File: src/hdl/gnd_pkg.sv
package gnd_pkg;

    // Number of denomination slots that take part in a run (1 to 8).
    localparam int SLOTS     = 8;
    // Denomination registers that the configuration port holds.
    localparam int REG_COUNT = 8;

    localparam int DENOM_W   = 16;
    localparam int AMOUNT_W  = 32;
    localparam int CFG_IDX_W = 8;

    localparam int SLOT_W    = (SLOTS > 1) ? $clog2(SLOTS) : 1;
    localparam int PHASE_W   = $clog2(SLOTS + 1);
    localparam int DIV_CNT_W = $clog2(AMOUNT_W + 1);

    typedef logic [DENOM_W-1:0]  denom_t;
    typedef logic [AMOUNT_W-1:0] amount_t;

    // Sorter controls: load a fresh copy of the registers, or drop the head.
    typedef struct packed {
        logic load;
        logic shift;
    } sort_ctl_t;

    // Divider controls.
    typedef struct packed {
        logic start;
    } div_ctl_t;

    typedef enum logic [2:0] {
        ST_IDLE,
        ST_SORT,
        ST_SLOT,
        ST_DIV,
        ST_EMIT
    } state_t;

endpackage

File: src/hdl/gnd_sorter.sv
// Odd-even transposition sort, one phase per cycle, largest value first.
// Once sorted, the row is shifted towards the head one slot at a time.
module gnd_sorter
    import gnd_pkg::*;
(
    input  logic                      aclk,
    input  logic                      aresetn,
    input  sort_ctl_t                 ctl,
    input  denom_t [REG_COUNT-1:0]    denoms,
    output denom_t                    head,
    output logic                      done
);

    denom_t [SLOTS-1:0]   arr_reg;
    denom_t [SLOTS-1:0]   arr_next;
    denom_t [SLOTS-1:0]   swap_net;
    logic [PHASE_W-1:0]   phase_reg;
    logic [PHASE_W-1:0]   phase_next;

    assign done = (phase_reg == PHASE_W'(SLOTS));
    assign head = arr_reg[0];

    // Pairs in one phase are disjoint, so all swaps happen side by side.
    always_comb begin
        swap_net = arr_reg;
        for (int i = 0; i < SLOTS - 1; i++) begin
            if ((1'(i) == phase_reg[0]) && (arr_reg[i+1] > arr_reg[i])) begin
                swap_net[i]   = arr_reg[i+1];
                swap_net[i+1] = arr_reg[i];
            end
        end
    end

    always_comb begin
        arr_next   = arr_reg;
        phase_next = phase_reg;
        if (ctl.load) begin
            arr_next   = denoms[SLOTS-1:0];
            phase_next = '0;
        end else if (!done) begin
            arr_next   = swap_net;
            phase_next = phase_reg + PHASE_W'(1);
        end else if (ctl.shift) begin
            for (int i = 0; i < SLOTS - 1; i++) begin
                arr_next[i] = arr_reg[i+1];
            end
            arr_next[SLOTS-1] = '0;
        end
    end

    always_ff @(posedge aclk) begin
        if (!aresetn) begin
            phase_reg <= PHASE_W'(SLOTS);
        end else begin
            phase_reg <= phase_next;
        end
    end

    always_ff @(posedge aclk) begin
        arr_reg <= arr_next;
    end

endmodule

File: src/hdl/gnd_divider.sv
// Restoring divider, one quotient bit per cycle. The dividend register
// doubles as the quotient register: dividend bits leave at the top while
// quotient bits enter at the bottom.
module gnd_divider
    import gnd_pkg::*;
(
    input  logic      aclk,
    input  logic      aresetn,
    input  div_ctl_t  ctl,
    input  amount_t   dividend,
    input  denom_t    divisor,
    output amount_t   quotient,
    output denom_t    remainder,
    output logic      busy
);

    amount_t                quo_reg;
    amount_t                quo_next;
    denom_t                 rem_reg;
    denom_t                 rem_next;
    denom_t                 dsr_reg;
    logic [DIV_CNT_W-1:0]   cnt_reg;
    logic [DIV_CNT_W-1:0]   cnt_next;
    logic                   busy_reg;
    logic                   busy_next;

    logic [DENOM_W:0]       trial;
    logic [DENOM_W:0]       diff;
    logic                   fits;

    assign trial = {rem_reg, quo_reg[AMOUNT_W-1]};
    assign diff  = trial - {1'b0, dsr_reg};
    assign fits  = (trial >= {1'b0, dsr_reg});

    always_comb begin
        quo_next  = quo_reg;
        rem_next  = rem_reg;
        cnt_next  = cnt_reg;
        busy_next = busy_reg;
        if (ctl.start) begin
            quo_next  = dividend;
            rem_next  = '0;
            cnt_next  = DIV_CNT_W'(AMOUNT_W);
            busy_next = 1'b1;
        end else if (busy_reg) begin
            quo_next  = {quo_reg[AMOUNT_W-2:0], fits};
            rem_next  = fits ? diff[DENOM_W-1:0] : trial[DENOM_W-1:0];
            cnt_next  = cnt_reg - DIV_CNT_W'(1);
            busy_next = (cnt_reg != DIV_CNT_W'(1));
        end
    end

    always_ff @(posedge aclk) begin
        if (!aresetn) begin
            busy_reg <= 1'b0;
            cnt_reg  <= '0;
        end else begin
            busy_reg <= busy_next;
            cnt_reg  <= cnt_next;
        end
    end

    always_ff @(posedge aclk) begin
        quo_reg <= quo_next;
        rem_reg <= rem_next;
        if (ctl.start) begin
            dsr_reg <= divisor;
        end
    end

    assign quotient  = quo_reg;
    assign remainder = rem_reg;
    assign busy      = busy_reg;

endmodule

File: src/hdl/greedy_note_dispenser.sv
// A run sorts the denominations, then works each slot in turn, with a division
// only where the slot is used and an amount is left to pay out.
// One withdrawal at a time; the next beat is taken once the last result of
// the run has been loaded into the output register.
// Reset (aresetn, synchronous, active low) clears all denominations to zero,
// empties the output register and returns the controller to idle.
module greedy_note_dispenser
    import gnd_pkg::*;
(
    input  logic                  aclk,
    input  logic                  aresetn,

    input  logic                  s_valid,
    output logic                  s_ready,
    input  logic [AMOUNT_W-1:0]   s_amount,

    output logic                  m_valid,
    input  logic                  m_ready,
    output logic [DENOM_W-1:0]    m_note_value,
    output logic [AMOUNT_W-1:0]   m_note_count,
    output logic [AMOUNT_W-1:0]   m_amount_left,
    output logic                  m_last,

    input  logic                  cfg_valid,
    output logic                  cfg_ready,
    input  logic [CFG_IDX_W-1:0]  cfg_index,
    input  logic [DENOM_W-1:0]    cfg_data
);

    // Denomination registers. Writes are always taken; an index beyond the
    // register list is simply dropped.
    denom_t [REG_COUNT-1:0] denom_reg;

    assign cfg_ready = 1'b1;

    always_ff @(posedge aclk) begin
        if (!aresetn) begin
            denom_reg <= '0;
        end else if (cfg_valid && cfg_ready &&
                     (cfg_index < CFG_IDX_W'(REG_COUNT))) begin
            denom_reg[cfg_index[$clog2(REG_COUNT)-1:0]] <= cfg_data;
        end
    end

    // Controller state and run registers.
    state_t               state_reg;
    state_t               state_next;
    amount_t              left_reg;
    amount_t              count_reg;
    logic [SLOT_W-1:0]    slot_reg;
    logic                 last_slot;

    // Output register, which lets a result wait while the next one is worked.
    logic                 m_valid_reg;
    denom_t               m_note_value_reg;
    amount_t              m_note_count_reg;
    amount_t              m_amount_left_reg;
    logic                 m_last_reg;
    logic                 out_free;

    sort_ctl_t            sort_ctl;
    div_ctl_t             div_ctl;
    denom_t               head;
    logic                 sort_done;
    amount_t              quotient;
    denom_t               remainder;
    logic                 div_busy;
    logic                 skip_div;

    assign last_slot = (slot_reg == SLOT_W'(SLOTS - 1));
    assign out_free  = !m_valid_reg || m_ready;
    // An unused slot, or nothing left to pay out, gives a count of zero and
    // leaves the amount as it stands, with no division.
    assign skip_div  = (head == '0) || (left_reg == '0);

    gnd_sorter u_sorter (
        .aclk    (aclk),
        .aresetn (aresetn),
        .ctl     (sort_ctl),
        .denoms  (denom_reg),
        .head    (head),
        .done    (sort_done)
    );

    gnd_divider u_divider (
        .aclk      (aclk),
        .aresetn   (aresetn),
        .ctl       (div_ctl),
        .dividend  (left_reg),
        .divisor   (head),
        .quotient  (quotient),
        .remainder (remainder),
        .busy      (div_busy)
    );

    // Next-state logic.
    always_comb begin
        state_next = state_reg;
        unique case (state_reg)
            ST_IDLE: begin
                if (s_valid) begin
                    state_next = ST_SORT;
                end
            end
            ST_SORT: begin
                if (sort_done) begin
                    state_next = ST_SLOT;
                end
            end
            ST_SLOT: begin
                state_next = skip_div ? ST_EMIT : ST_DIV;
            end
            ST_DIV: begin
                if (!div_busy) begin
                    state_next = ST_EMIT;
                end
            end
            ST_EMIT: begin
                if (out_free) begin
                    state_next = last_slot ? ST_IDLE : ST_SLOT;
                end
            end
            default: begin
                state_next = ST_IDLE;
            end
        endcase
    end

    // Control outputs.
    always_comb begin
        s_ready        = 1'b0;
        sort_ctl.load  = 1'b0;
        sort_ctl.shift = 1'b0;
        div_ctl.start  = 1'b0;
        unique case (state_reg)
            ST_IDLE: begin
                s_ready       = 1'b1;
                sort_ctl.load = s_valid;
            end
            ST_SORT: begin
            end
            ST_SLOT: begin
                div_ctl.start = !skip_div;
            end
            ST_DIV: begin
            end
            ST_EMIT: begin
                sort_ctl.shift = out_free;
            end
            default: begin
            end
        endcase
    end

    always_ff @(posedge aclk) begin
        if (!aresetn) begin
            state_reg   <= ST_IDLE;
            slot_reg    <= '0;
            m_valid_reg <= 1'b0;
        end else begin
            state_reg <= state_next;
            if (state_reg == ST_IDLE) begin
                slot_reg <= '0;
            end else if ((state_reg == ST_EMIT) && out_free) begin
                slot_reg <= slot_reg + SLOT_W'(1);
            end
            if ((state_reg == ST_EMIT) && out_free) begin
                m_valid_reg <= 1'b1;
            end else if (m_ready) begin
                m_valid_reg <= 1'b0;
            end
        end
    end

    // Run datapath: the amount still to pay and the count of this slot.
    always_ff @(posedge aclk) begin
        if ((state_reg == ST_IDLE) && s_valid) begin
            left_reg <= s_amount;
        end else if ((state_reg == ST_DIV) && !div_busy) begin
            left_reg <= AMOUNT_W'(remainder);
        end
        if (state_reg == ST_SLOT) begin
            count_reg <= '0;
        end else if ((state_reg == ST_DIV) && !div_busy) begin
            count_reg <= quotient;
        end
        if ((state_reg == ST_EMIT) && out_free) begin
            m_note_value_reg  <= head;
            m_note_count_reg  <= count_reg;
            m_amount_left_reg <= left_reg;
            m_last_reg        <= last_slot;
        end
    end

    assign m_valid       = m_valid_reg;
    assign m_note_value  = m_note_value_reg;
    assign m_note_count  = m_note_count_reg;
    assign m_amount_left = m_amount_left_reg;
    assign m_last        = m_last_reg;

endmodule

File: config.mk
export PLATFORM = sky130hd
export DESIGN_NAME = greedy_note_dispenser
export DESIGN_NICKNAME = d
export VERILOG_FILES = /design/src/hdl/gnd_pkg.sv /design/src/hdl/gnd_sorter.sv /design/src/hdl/gnd_divider.sv /design/src/hdl/greedy_note_dispenser.sv
export SDC_FILE = /design/constraint.sdc
export NUM_CORES = 1
export LEC_CHECK = 0
export ABC_AREA = 1
export BUFFER_PORTS_ARGS = -buffer_cell sky130_fd_sc_hd__buf_2
export CAP_MARGIN = 25
export CORE_MARGIN = 4
export CORE_UTILIZATION = 28
export CTS_CLUSTER_SIZE = 10
export DETAILED_ROUTE_END_ITERATION = 8
export GPL_ROUTABILITY_DRIVEN = 0
export PLACE_DENSITY = 0.53
export SLEW_MARGIN = 25
export SYNTH_ARGS = -nofsm -noshare
export SYNTH_HDL_FRONTEND = slang
export SYNTH_SLANG_ARGS = --single-unit
File: constraint.sdc
create_clock -name aclk -period 4.35 [get_ports aclk]
set_input_delay 0.2175 -clock aclk [delete_from_list [all_inputs] [get_ports aclk]]
set_output_delay 0.2175 -clock aclk [all_outputs]
set_load 0.02 [all_outputs]
Word level (Yosys, flattened, before mapping)
Cells that the tools add are included.

Flip-flop bits (word level): 483. Input bits: 61. Output and inout bits: 84.

Add/subtract/negate cells: 4. Magnitude comparators: 11. Equal/unequal tests: 13. Muxes and demuxes: 37. Bitwise logic cells: 2. Reductions and logical operators: 43.

Operators with widths (count): 128-bit 2-to-1 mux (3); 32-bit 2-to-1 mux (11); 128-bit bitwise mux (1); 16-bit > comparator (7); 16-bit demux with 3-bit select (1); 32-bit zero test (1); 16-bit 2-to-1 mux (2); 4-bit nonzero test (6); 17-bit by 16-bit greater-or-equal comparator with 1-bit output (1); 16-bit zero test (1); 2-bit AND reduction (8); 16-bit subtractor (1); 3-bit 2-to-1 mux (5); 3-bit case mux with 5 select lines (1); 1-bit logical AND (12); 6-bit 2-to-1 mux (2); 2-bit inequality test, second input constant (5); 8-bit by 4-bit less-than comparator with 1-bit output, second input constant (1); 1-bit 2-to-1 mux (8); 4-bit 2-to-1 mux (2); 3-bit by 2-bit equality test with 1-bit output, second input constant (2); 3-bit equality test, second input constant (2); 6-bit by 1-bit inequality test with 1-bit output, second input constant (1); 2-bit nonzero test (3); other kinds (16) (23).

Longest topological paths before layout
Depth in word-level cells: 11. Depth in mapped cells: 18. Depth with buffers taken out: 17.

Modules after synthesis
From an unflattened synthesis, not the netlist that was laid out.

Cell total of the unflattened synthesis: 2871. Area, all modules: 24733.7 sq um.

By module, submodules not included: gnd_sorter (instances 1, cells each 1334, area an instance 10590.2 sq um, seq. area each 3923.8 sq um); greedy_note_dispenser (instances 1, cells each 1025, area an instance 10012.1 sq um, seq. area each 6736.5 sq um); gnd_divider (instances 1, cells each 512, area an instance 4131.5 sq um, seq. area each 1901.8 sq um).

Worst setup path after synthesis
Ideal clock, no wire load.

Path kind: register -> register. Start: register state_reg[2]. End: register u_sorter.arr_reg[32] (netlist bit) (enable). Setup time: 399 ps. Arrival time: 4057 ps. Data required time: 3951 ps. Setup slack: -106 ps. Stages on the path, launching flop included: 7. Buffers on the path: 0. Period minus slack after synthesis: 4456 ps. Cells stage by stage: dfxtp_1 -> inv_1 -> nor2_1 -> inv_1 -> nor2_2 -> nor3_2 -> a31oi_1.

RTL lines: start: declaration (line greedy_note_dispenser.sv:46) `state_t state_reg;`; start signal: assignment (line greedy_note_dispenser.sv:161) `state_reg <= state_next;`; end signal: assignment (line gnd_sorter.sv:60) `arr_reg <= arr_next;`; end: declaration (line gnd_sorter.sv:14) `denom_t [SLOTS-1:0] arr_reg;`.

==> qor.txt <==
run status: completed
syn_area_per_cell: 8.38 µm²
R2R setup slack: 0.88 ns
data arrival time of the critical path: 3.81 ns
largest delay contributor family on the critical path: buffers and inverters
CTS sink count: 483
dpl cell area: 25,800 µm²
CP Class: reg2reg
CTS tree: built
Critical R2R Capture: u_sorter.arr_reg[80]
Vias/cell: 4.48
post-CTS setup buffer count: 0
Final min period: 3.47 ns
RSZ-0062 raised after global routing: no
drt wl/cell: 16.4 µm
first-pass GRT wire length: 106,000 µm
Combinational Power Share: 0.378
core area: 85,100 µm²
initial DRC count: 1,393
Slowest-stage cell, CP: buf_4
Die Area: 90,600 µm²
NetSw: 7.73 mW
die height: 301 µm
Setup violations, final: 0
syn_nets: 3,063
Ports: 145
Root Driver: clkbuf_16
H-tree depth: 2
most frequent CP cell: nand2_1
largest net degree at the start of global routing: 146
pwr/cell area: 687 nW/µm²
Layout area overhead: 15.6%
Min-Delay Endpoint: denom_reg[110]
Yosys Warn Count: 0
Max Clock Freq: 289 MHz
fin crit share: 0.797
Detail Route Antenna Nets: 0
register bit total from synthesis: 483
crit-path max FO: 87
Setup crit start kind: flip-flop
drt total wl: 68,900 µm
final hold violation count: 0
Worst-Skew Late Latency: 0.64 ns
Synth cell types: 46
vias after detailed routing: 18,798
Max rail drop VDD: 364 µV
half-perimeter wire length after detailed placement: 49,600 µm
Core Rows: 107
max FFs per register: 128
reg2reg start: u_sorter.phase_reg[0]
Leakage: 12.2 nW
critical path's largest stage delay: 0.82 ns
post-synthesis sequential area ratio: 0.523
worst slew pin tran: 1.09 ns
Die Wd: 301 µm
Filler cells: 9,102
Clock transition at path regs: 0.06 ns
Worst Clk Skew: 0.0516 ns
grt ovf: 0
Pins Over Slew Limit: 0
Pre-Repair DR Iteration Count: 5
Slew Limit Headroom: 0.273
CTS max path bufs: 3
crit path cell chain: inv_1 > ha_1 > nand2_1 > nor2_2 > inv_2 > buf_4 > nand2_4 > nand2_1 > nand2_1 > nand2_1 > nand2_1
Post-route DRC: 0
area occupied by multi-input gates: 9630 µm²
CTS Buf Count: 56
# resized after CTS: 0
Min-Delay Path Class: in2reg
FF/Latch Area: 12,600 µm²
Fin Setup TNS: 0 ns
I/O Buffers: 143
Worst Reg-to-Reg Cells: 11
Hold Path Origin: cfg_data[14]
switching portion of total power: 0.405
Worst Path Required: 4.69 ns
Initial Utilization: 0.282
crit end category: flip-flop
Mapped Cells: 2,867
final net count: 3,202
Seq pwr share: 0.393
Mapped Area: 24,000 µm²
internal power: 11.4 mW
initial antenna violation count: 8
Critical path buffers and inverters: 3
max_cap viols: 0
fin area: 27,800 µm²
Hold Path Cell Cnt: 3
largest family of logic cells by synthesized area: simple AND/OR/NAND/NOR gates
share of cells above drive strength 1: 0.0941
Post-Synth Adder-Cell Area: 0.0706
number of global-route vias before repair: 18,227
XOR/XNOR Fraction of Synth Area: 0.00510
Synth Area in Compound Gates: 0.0785
Clock Power Share: 0.229
Synth Area in Simple Gates: 0.246
mux cell area share after synthesis: 0
total track usage: 0.149
-- synth_stat cells, drive strengths merged --
library cell | instances | area, µm²
fa | 1 | 20.0
nor3 | 11 | 71.3
nand4 | 68 | 425
nor2 | 400 | 1540
o21bai | 3 | 22.5
xor2 | 4 | 35.0
inv | 333 | 1250
o31ai | 17 | 128
clkbuf | 45 | 169
or3 | 1 | 6.26
nor4 | 2 | 18.8
xnor2 | 10 | 87.6
nand3 | 122 | 641
ha | 134 | 1680
edfxtp | 289 | 8680
a211oi | 1 | 7.51
and2 | 1 | 6.26
a31oi | 7 | 50.1
dfxtp | 194 | 3880
a21oi | 126 | 642
conb | 1 | 3.75
buf | 71 | 435
o21a | 1 | 7.51
o211ai | 1 | 7.51
nand2 | 813 | 3110
nand3b | 5 | 37.5
o21ai | 196 | 985
or2 | 3 | 18.8
a21o | 5 | 37.5
nor3b | 2 | 25.0
-- routing by layer --
| layer | track usage | wire, µm | share of wire |
|---|---|---|---|
| met2 | 0.251 | 32300 | 0.47 |
| met4 | 0.0315 | 1190 | 0.017 |
| met3 | 0.0234 | 3660 | 0.053 |
| met1 | 0.202 | 31700 | 0.46 |
| met5 | 0 | 27 | 0.00039 |
-- layout make-up --
class                   instances  area share
well taps                    1144      0.0515
flip-flops and latches        483       0.452
diodes                          6    0.000540
repair buffers                197      0.0441
clock buffers                  97      0.0574
clock inverters                 5     0.00248
inverters                     333      0.0451
multi-input cells            1935       0.347
-- power by group through the flow --
stage	logic (mW)	registers, mW	clock network (mW)
final	7.21	7.51	4.37
after global routing	8.37	7.66	4.67
after CTS	7.26	7.53	4.50
after global placement	7.15	7.60	0
after detailed placement	7.20	7.62	0
after floorplan	5.36	7.26	0
-- worst register-to-register path: stages (launching register included) --
cell     delay (ns)
dfxtp_1        0.74
inv_1          0.39
ha_1           0.30
nand2_1        0.07
nor2_2         0.05
inv_2          0.09
buf_4          0.82
nand2_4        0.35
nand2_1        0.20
nand2_1        0.07
nand2_1        0.05
nand2_1        0.05
-- through the flow --
step / std cells / setup WS, ns / power, mW / hold slack (ns) / util
2_1_floorplan: 2867 / 0.896 / 12.6 / 0.382 / -
3_3_place_gp: 4061 / 0.880 / 14.8 / 0.414 / 0.303
3_5_place_dp: 4061 / 0.886 / 14.8 / 0.414 / 0.303
4_1_cts: 4194 / 0.869 / 19.3 / 0.00449 / 0.326
5_1_grt: 4195 / 0.625 / 20.7 / 0.00974 / 0.326
6_report: 4200 / 0.884 / 19.1 / 0.0155 / 0.326
-- placed cells by master (no fill, tap or decap), types with 5 or more instances in the layout --
cell,count
inv_2,10
nand2_2,11
nand4_1,68
dfxtp_1,194
xnor2_1,10
o31ai_1,17
clkbuf_16,56
o21ai_0,195
diode_2,6
nand3_1,116
nor3_1,9
a21o_1,5
ha_1,134
a31oi_1,6
dlygate4sd3_1,31
clkbuf_1,37
nand3_2,6
buf_2,143
buf_4,21
inv_1,322
nand2_1,796
nor2_2,6
edfxtp_1,289
a21oi_1,123
nand3b_1,5
nor2_1,390
nand2_4,6
-- kinds of logic (layout without fill, tap and decap cells) --
kind of cell | Yosys count | in the layout
adder cells (fa/ha/maj) | 135 | 135
buffers and inverters | 449 | 632
other | 1 | 7
AO/OA/AOI/OAI | 357 | 357
AND/OR/NAND/NOR | 1428 | 1428
flip-flops | 483 | 483
XOR/XNOR | 14 | 14
-- repair_timing --
| action | 4_1_cts | 5_1_grt |
|---|---|---|
| hold buffers | 31 | 0 |
| endpoints found under the setup margin | 0 | 0 |
| endpoints found under the hold margin | 34 | 0 |
-- worst max path at each step --
stage | from | endpoint | slack (ns) | cells after the start
2_1_floorplan | state_reg[2] | u_sorter.arr_reg[32] | 0.90 | 6
3_3_place_gp | u_sorter.phase_reg[0] | u_sorter.arr_reg[28] | 0.88 | 10
3_5_place_dp | u_sorter.phase_reg[0] | u_sorter.arr_reg[36] | 0.89 | 9
4_1_cts | u_sorter.phase_reg[0] | u_sorter.arr_reg[80] | 0.87 | 11
5_1_grt | u_sorter.phase_reg[0] | u_sorter.arr_reg[28] | 0.63 | 10
6_report | u_sorter.phase_reg[0] | u_sorter.arr_reg[80] | 0.88 | 11
(Power assumes the default switching activity.)
